===== src/hw/rtl/fat12_cluster_table_engine_assert.svh =====
// Assertion macros for the FAT12 cluster table engine.
// Include from any RTL file that asserts; no other dependencies.
`ifndef FAT12_CLUSTER_TABLE_ENGINE_ASSERT_SVH
`define FAT12_CLUSTER_TABLE_ENGINE_ASSERT_SVH

`ifndef SYNTHESIS
// Clocked property, disabled while reset is asserted.
`define F12CTE_ASSERT(lbl, clk, rstn, prop) \
  lbl: assert property (@(posedge clk) disable iff (!rstn) (prop)) \
    else $error("f12cte assertion failed");
// Clocked property, also checked during reset.
`define F12CTE_ASSERT_ALWAYS(lbl, clk, prop) \
  lbl: assert property (@(posedge clk) (prop)) \
    else $error("f12cte assertion failed");
`else
`define F12CTE_ASSERT(lbl, clk, rstn, prop)
`define F12CTE_ASSERT_ALWAYS(lbl, clk, prop)
`endif

`endif


===== src/hw/rtl/f12cte_pkg.sv =====
// Shared types and constants of the FAT12 cluster table engine.
// No dependencies.
`timescale 1ns / 1ps

package f12cte_pkg;

  localparam int unsigned TABLE_ENTRIES_DEF = 4096;

  localparam int unsigned CMD_W        = 3;
  localparam int unsigned IDX_W        = 12;
  localparam int unsigned ENTRY_W      = 12;
  localparam int unsigned USED_W       = 12;
  localparam int unsigned BYTES_W      = 13;
  localparam int unsigned FREE_BYTES_W = 25;
  localparam int unsigned CFG_IDX_W    = 1;

  localparam logic [CMD_W-1:0] CMD_READ        = 3'd0;
  localparam logic [CMD_W-1:0] CMD_WRITE       = 3'd1;
  localparam logic [CMD_W-1:0] CMD_REMOVE      = 3'd2;
  localparam logic [CMD_W-1:0] CMD_FIRST_FREE  = 3'd3;
  localparam logic [CMD_W-1:0] CMD_SECOND_FREE = 3'd4;
  localparam logic [CMD_W-1:0] CMD_FREE_BYTES  = 3'd5;

  localparam logic [CFG_IDX_W-1:0] REG_USED_CLUSTERS = 1'b0;
  localparam logic [CFG_IDX_W-1:0] REG_CLUSTER_BYTES = 1'b1;

  localparam logic [USED_W-1:0]  USED_CLUSTERS_RST = 12'd713;
  localparam logic [BYTES_W-1:0] CLUSTER_BYTES_RST = 13'd1024;

  // Data clusters start at this table entry.
  localparam int unsigned FIRST_DATA_ENTRY = 2;

  typedef enum logic [2:0] {
    ST_CLEAR,
    ST_IDLE,
    ST_ACCESS,
    ST_SCAN,
    ST_DONE
  } state_e;

  typedef struct packed {
    logic start;
    logic stop_on_hit;
    logic want_second;
  } scan_ctrl_t;

  typedef struct packed {
    logic               done;
    logic               hit;
    logic [IDX_W-1:0]   nth;
    logic [USED_W-1:0]  count;
  } scan_stat_t;

endpackage


===== src/hw/rtl/f12cte_scan.sv =====
// Free-entry scanner: walks the data entries through the table read port.
// Depends on f12cte_pkg and the assertion macro header.
`timescale 1ns / 1ps
`include "fat12_cluster_table_engine_assert.svh"

module f12cte_scan
  import f12cte_pkg::*;
#(
  parameter  int unsigned TABLE_ENTRIES = TABLE_ENTRIES_DEF,
  localparam int unsigned IW            = $clog2(TABLE_ENTRIES),
  localparam int unsigned CW            = $clog2(TABLE_ENTRIES + 1),
  localparam int unsigned SW            = (CW > USED_W + 1) ? CW : USED_W + 1
) (
  input  logic               clk_i,
  input  logic               rst_ni,
  input  scan_ctrl_t         ctrl_i,
  input  logic [USED_W-1:0]  used_clusters_i,
  input  logic [ENTRY_W-1:0] rd_data_i,
  output logic               rd_en_o,
  output logic [IW-1:0]      rd_addr_o,
  output scan_stat_t         stat_o
);

  logic              run_q, pend_q, hit_q, stop_q, second_q;
  logic [USED_W-1:0] count_q;
  logic [SW-1:0]     addr_q, end_q, pend_addr_q;
  logic [IDX_W-1:0]  nth_q;

  logic              issue, is_free, take_hit, done;
  logic [SW-1:0]     span_sum, span_end;
  logic [USED_W-1:0] want_cnt;

  // Clip the scan window to the table.
  assign span_sum = SW'(used_clusters_i) + SW'(FIRST_DATA_ENTRY);
  assign span_end = (span_sum > SW'(TABLE_ENTRIES)) ? SW'(TABLE_ENTRIES) : span_sum;

  assign issue    = run_q && (addr_q < end_q) && !(stop_q && hit_q);
  assign is_free  = run_q && pend_q && (rd_data_i == '0);
  assign want_cnt = second_q ? USED_W'(1) : USED_W'(0);
  assign take_hit = is_free && stop_q && !hit_q && (count_q == want_cnt);
  assign done     = run_q && ((!issue && !pend_q) || (stop_q && hit_q));

  always_ff @(posedge clk_i or negedge rst_ni) begin
    if (!rst_ni) begin
      run_q    <= 1'b0;
      pend_q   <= 1'b0;
      hit_q    <= 1'b0;
      stop_q   <= 1'b0;
      second_q <= 1'b0;
      count_q  <= '0;
    end else if (ctrl_i.start) begin
      run_q    <= 1'b1;
      pend_q   <= 1'b0;
      hit_q    <= 1'b0;
      stop_q   <= ctrl_i.stop_on_hit;
      second_q <= ctrl_i.want_second;
      count_q  <= '0;
    end else if (run_q) begin
      if (done) begin
        run_q <= 1'b0;
      end
      pend_q <= issue;
      if (is_free) begin
        count_q <= count_q + USED_W'(1);
      end
      if (take_hit) begin
        hit_q <= 1'b1;
      end
    end
  end

  always_ff @(posedge clk_i) begin
    if (ctrl_i.start) begin
      addr_q <= SW'(FIRST_DATA_ENTRY);
      end_q  <= span_end;
    end else if (issue) begin
      addr_q <= addr_q + SW'(1);
    end
    pend_addr_q <= addr_q;
    if (take_hit) begin
      nth_q <= pend_addr_q[IDX_W-1:0];
    end
  end

  assign rd_en_o      = issue;
  assign rd_addr_o    = addr_q[IW-1:0];
  assign stat_o.done  = done;
  assign stat_o.hit   = hit_q;
  assign stat_o.nth   = nth_q;
  assign stat_o.count = count_q;

  `F12CTE_ASSERT(a_issue_in_window, clk_i, rst_ni, rd_en_o |-> (addr_q < SW'(TABLE_ENTRIES)))
  `F12CTE_ASSERT(a_hit_needs_stop, clk_i, rst_ni, (run_q && hit_q) |-> stop_q)
  `F12CTE_ASSERT(a_pend_follows_issue, clk_i, rst_ni, (run_q && pend_q) |-> $past(rd_en_o))
  `F12CTE_ASSERT(a_done_ends_run, clk_i, rst_ni, (done && !ctrl_i.start) |=> !run_q)

endmodule


===== config.mk =====
export PLATFORM = sky130hd
export DESIGN_NAME = f12cte_scan
export DESIGN_NICKNAME = d
export VERILOG_FILES = /design/src/hw/rtl/f12cte_pkg.sv /design/src/hw/rtl/f12cte_scan.sv
export VERILOG_INCLUDE_DIRS = /design/src /design/src/hw/rtl
export SDC_FILE = /design/constraint.sdc
export NUM_CORES = 1
export LEC_CHECK = 0
export CORE_ASPECT_RATIO = 0.8
export CORE_MARGIN = 2
export CORE_UTILIZATION = 55
export DETAILED_ROUTE_END_ITERATION = 10
export DONT_BUFFER_PORTS = 1
export PLACE_DENSITY_LB_ADDON = 0.12
export SYNTH_ARGS = -nofsm -noshare
export SYNTH_HDL_FRONTEND = slang
export SYNTH_SLANG_ARGS = --single-unit
export TNS_END_PERCENT = 5

===== constraint.sdc =====
create_clock -name clk_i -period 2.6 [get_ports clk_i]
set_clock_uncertainty 0.15 [all_clocks]
set_input_delay 0.52 -clock clk_i [delete_from_list [all_inputs] [get_ports clk_i]]
set_output_delay 0.52 -clock clk_i [all_outputs]
set_load 0.02 [all_outputs]

== After elaboration in Yosys (flattened, before gate mapping) ==
Index checks and enable logic that the tools add are counted.

* Bits in registers: 67
* Word-level logic and storage cells: 49
* Bits of input ports: 29

* Muxes and demuxes: 12
* Equality and inequality tests: 1
* Add/sub/neg operators: 3
* Reduce and logical (&&, ||, !) cells: 21
* Magnitude comparators: 2

{| class="wikitable"
|+ Operator list
! kind !! number
|-
| $mux W12 || 3
|-
| $add A12 B2 Y13 const B || 1
|-
| $add A13 B1 Y13 const B || 1
|-
| $gt A13 B13 Y1 const B || 1
|-
| $lt A13 B13 Y1 || 1
|-
| $add A12 B1 Y12 const B || 1
|-
| $eq A12 B1 Y1 || 1
|-
| $logic_not A12 Y1 || 1
|-
| $logic_and A1 B1 Y1 || 10
|-
| $mux W1 || 9
|-
| $reduce_bool A2 Y1 || 3
|-
| $logic_not A1 Y1 || 4
|-
| $reduce_and A2 Y1 || 2
|-
| $logic_or A1 B1 Y1 || 1
|}

== Depth between registers and ports, before layout ==
* Word-level depth: 10
* Depth in mapped cells: 9

== Worst setup path after synthesis ==
OpenSTA, ideal clock, no wires.

* Kind: input-to-reg
* Start: in rd_data_i[1]
* End: reg nth_q[0], enable pin
* Arrival time: 2.113 ns
* Path slack: -0.061 ns
* Path buffers: 0
* Cell stages on the path: 3
* Library setup time: 0.399 ns
* Required time: 2.051 ns
* Path through: nor4_1 nand4_1 nor3_1

* Cells in the longest elaborated chain, start to end: 5

{| class="wikitable"
|+ Ends and longest elaborated chain
! element !! RTL line !! RTL
|-
| from (decl) || f12cte_scan.sv:18 || <nowiki>input logic [ENTRY_W-1:0] rd_data_i,</nowiki>
|-
| $logic_not A12 Y1 || f12cte_scan.sv:38 || <nowiki>assign is_free = run_q && pend_q && (rd_data_i == '0);</nowiki>
|-
| $logic_and A1 B1 Y1 || f12cte_scan.sv:38 ||
|-
| $logic_and A1 B1 Y1 (3 in a row) || f12cte_scan.sv:40 || <nowiki>assign take_hit = is_free && stop_q && !hit_q && (count_q == want_cnt);</nowiki>
|-
| via take_hit || f12cte_scan.sv:29 || <nowiki>logic issue, is_free, take_hit, done;</nowiki>
|-
| to (signal assigned) || f12cte_scan.sv:81 || <nowiki>nth_q <= pend_addr_q[IDX_W-1:0];</nowiki>
|-
| to (decl) || f12cte_scan.sv:27 || <nowiki>logic [IDX_W-1:0] nth_q;</nowiki>
|}

The timed path passes the listed nets, and every way through them passes these cells.
A chain may end at the register's enable or synchronous reset.

==> metrics.md <==
| Metric | Value |
|---|---|
| Die Ht | `72.4 µm` |
| Crit path kind | `register to output port` |
| Reg2reg start | `end_q[4]$_SDFFCE_PN0P_` |
| Power share of the combinational group | `5.9%` |
| Detail Route Antenna Nets | `0` |
| Sink Count | `67` |
| Hold slack final | `0.102 ns` |
| Switch Pwr | `0.514 mW` |
| Ys async rst share | `25.4%` |
| Cell-internal power | `1.64 mW` |
| Final #Nets | `360` |
| Crit-path cells | `inv_2, ha_4, a211oi_2, o21ai_1, a211o_1, o21bai_1, a21boi_1, buf_4` |
| Sequential share of the synthesized area | `52.2%` |
| Status | `complete, but fails checks` |
| Reg-to-Reg End | `addr_q[10]$_SDFFE_PP0P_` |
| Top post-synthesis cells by area | `edfxtp_1 (23%), dfxtp_1 (16%), dfrtp_1 (13%), ha_1 (5.8%), buf_4 (3.3%)` |
| Synthesized area | `0.00321 mm²` |
| Die W | `89.5 µm` |
| Worst-path clk slew | `0.08 ns` |
| Gr ovfl total | `0` |
| Synth unique cells | `45` |
| Worst Path Arrival | `2.03 ns` |
| Cells after DPL | `381` |
| Setup slack of the most critical reg-to-reg path | `0.32 ns` |
| Core Region | `0.00556 mm²` |
| Max Cap Viol | `0` |
| CTS tree | `built` |
| Synth top cells by count | `nor2_1 (27), dfxtp_1 (25), edfxtp_1 (25)` |
| Register-to-Register Path Depth | `8` |
| Kind of end point of the critical path | `output port` |
| Share of layout cells above drive strength 1 | `18.4%` |
| Cts bufs inserted | `9` |
| Yosys reg bits | `67` |
| DP HPWL | `4.24 mm` |
| Period utilization | `104%` |
| Via-to-Cell Ratio | `5.61` |
| Number of flops mapped to enable cells by yosys | `25` |
| Antenna violations before repair | `0` |
| CP max stage cell | `edfxtp_1` |
| Sw frac | `23.8%` |
| PwrDens | `598 mW/mm²` |
| Fmax | `370 MHz` |
| Vias | `2,240` |
| Diodes inserted | `0` |
| Vias in the first global route | `2,083` |
| Drt first pass iters | `4` |
| IR drop worst, VDD | `0.289 mV` |
| CTS H-tree lvls | `3` |
| Remaining DRCs | `0` |
| Initial Util | `57.9%` |
| RSZ-0062 raised after global routing | `yes` |
| Avg WL per Cell | `15.0 µm` |
| Area of the die | `0.00648 mm²` |
| GPL Wtd Cong | `0.870` |
| Most instantiated library cell after synthesis | `nor2_1` |
| Failing checks | `negative setup slack` |
| Hold Crit Start | `ctrl_i[2]` |
| Clock power frac | `41.3%` |
| CP peak stage delay | `0.38 ns` |
| Setup violators final | `2` |
| Area grow syn2layout | `12.2%` |
| Area share of the largest cell type after synthesis | `23.4%` |
| Hold Path Depth | `1` |
| Top Ports | `68` |
| Synth warn | `0` |
| # fillers | `452` |
| Clk buf depth | `2` |
| Average size of a mapped cell | `10.4 µm²` |
| Startpoint types | `register` |
| Clk Latency, worst-skew pair | `0.35 ns` |
| Hold Path End | `addr_q[3]$_SDFFE_PP0P_` |
| Total GRT Usage | `20.2%` |
| Slew headroom | `47.3%` |
| Worst Path Max Fanout | `2` |
| Layout Cells excl Fill | `399` |
| Lkg Pwr | `1.44 nW` |
| Detailed Route Iter0 Violations | `93` |
| Root Buffer | `clkbuf_8` |
| Area leader, netlist | `edfxtp_1` |
| Delay-heaviest family, CP | `compound AO/OA/AOI/OAI gates` |
| Min setup slack post-route | `-0.103 ns` |
| Hold Violations, Final | `0` |
| Cell row count | `24` |
| Worst hold path type | `input pin to register` |
| Seq pwr share | `52.8%` |
| Largest net degree at the start of global routing | `51` |
| Net Count, Synth | `353` |
| Worst Path Required | `1.93 ns` |
| Ys flop type | `edfxtp_1` |
| PortBufs | `0` |
| Max-slew violations | `0` |
| Cells after Synth | `309` |
| Buffers & Inverters on Critical Path | `2` |
| Worst-Margin Slew | `0.788 ns` |
| Pre-CTS setup slack | `0.186 ns` |
| Routed wire length | `6.00 mm` |
| Final min period | `2.70 ns` |
| First-pass GRT wire length | `9.87 mm` |
## metrics by stage
step	cell area, µm²	utilization (%)	power [mW]	TNS, ns
floorplan	3220	-	1.25	0
detailed placement	3310	59.5	1.27	0
CTS	3560	64.1	2.18	-0.227
finish	3610	64.9	2.16	-0.145
global placement	3310	59.5	1.26	0
global route	3610	64.9	2.25	-0.344
## placed cells by master (no fill, tap or decap), drive strengths merged, types with 2 or more instances in the layout
| cell type | n |
|---|---|
| and4 | 4 |
| nor3b | 2 |
| mux2 | 7 |
| and3 | 5 |
| clkbuf | 9 |
| a211oi | 2 |
| inv | 22 |
| a21boi | 2 |
| nor2b | 8 |
| edfxtp | 25 |
| dfrtp | 17 |
| nand4 | 11 |
| o21ai | 8 |
| ha | 15 |
| or4 | 7 |
| nor3 | 9 |
| a21oi | 14 |
| o31ai | 7 |
| nor4 | 7 |
| nand3 | 12 |
| nor2 | 27 |
| nand2 | 18 |
| and2 | 3 |
| xor2 | 7 |
| buf | 20 |
| a21o | 2 |
| xnor2 | 10 |
| dfxtp | 25 |
## per-layer routing
| metal | track usage (%) | part of all wire, % | vias to the layer above |
|---|---|---|---|
| li1 | - | - | 1109 |
| met1 | 28.1 | 49 | 1033 |
| met2 | 28.1 | 42 | 89 |
| met3 | 8.19 | 7.7 | 9 |
| met4 | 7.96 | 1.4 | 0 |
| met5 | 0 | 0 | - |
## state kept, by name, summed over array words and instances, names as in the netlist
name and flops:
addr_q 13, second_q 1, run_q 1, stop_q 1, nth_q 12, count_q 12, pend_q 1, pend_addr_q 12
hit_q 1, end_q 13
## layout make-up
class                      count  area (µm²)  share of cell area [%]
sequential                    67        1680                    46.5
multi-input combinational    199        1390                    38.5
timing repair buffer          21         168                    4.65
clock buffer                   9         124                    3.44
tap                           78        97.6                    2.71
clock inverter                 7        83.8                    2.32
inverter                      18        67.6                    1.87
## repair_timing
item | CTS | global route
endpoints found under the hold margin | 17 | 0
hold buffers | 1 | 0
pin swaps | 4 | 7
setup endpoints to repair | 2 | 2
gates cloned | 0 | 0
buffers inserted | 0 | 1
gates resized for setup | 10 | 7
## how the worst max path moves through the flow
stage | depth (start not counted) | slack [ns] | from | end
2_1_floorplan | 8 | 0.09 | addr_q[4]$_SDFFE_PP0P_ | stat_o[25]
3_3_place_gp | 8 | 0.22 | end_q[12]$_SDFFCE_PN1P_ | stat_o[25]
3_5_place_dp | 8 | 0.19 | end_q[4]$_SDFFCE_PN0P_ | rd_en_o
4_1_cts | 8 | -0.15 | end_q[4]$_SDFFCE_PN0P_ | stat_o[25]
5_1_grt | 8 | -0.22 | end_q[4]$_SDFFCE_PN0P_ | stat_o[25]
6_report | 8 | -0.10 | end_q[4]$_SDFFCE_PN0P_ | stat_o[25]
## power groups by stage
stage / logic [mW] / registers (mW) / clock network [mW]
6_report: 0.126 / 1.14 / 0.891
5_1_grt: 0.141 / 1.14 / 0.972
4_1_cts: 0.120 / 1.14 / 0.920
3_5_place_dp: 0.109 / 1.16 / 0
3_3_place_gp: 0.104 / 1.16 / 0
2_1_floorplan: 0.0928 / 1.16 / 0
## logic make-up after synthesis
family                     count (synthesis)  synth area share, %
buffers and inverters                     43                 6.89
adders and majority gates                 15                 5.84
AOI/OAI and AO/OA                         41                 8.10
and+or+nand+nor                          118                 19.6
DFF                                       67                 52.2
xor gates and xnor gates                  17                 4.63
muxes                                      8                 2.76
Note: power is estimated with default switching activity, not from simulation.
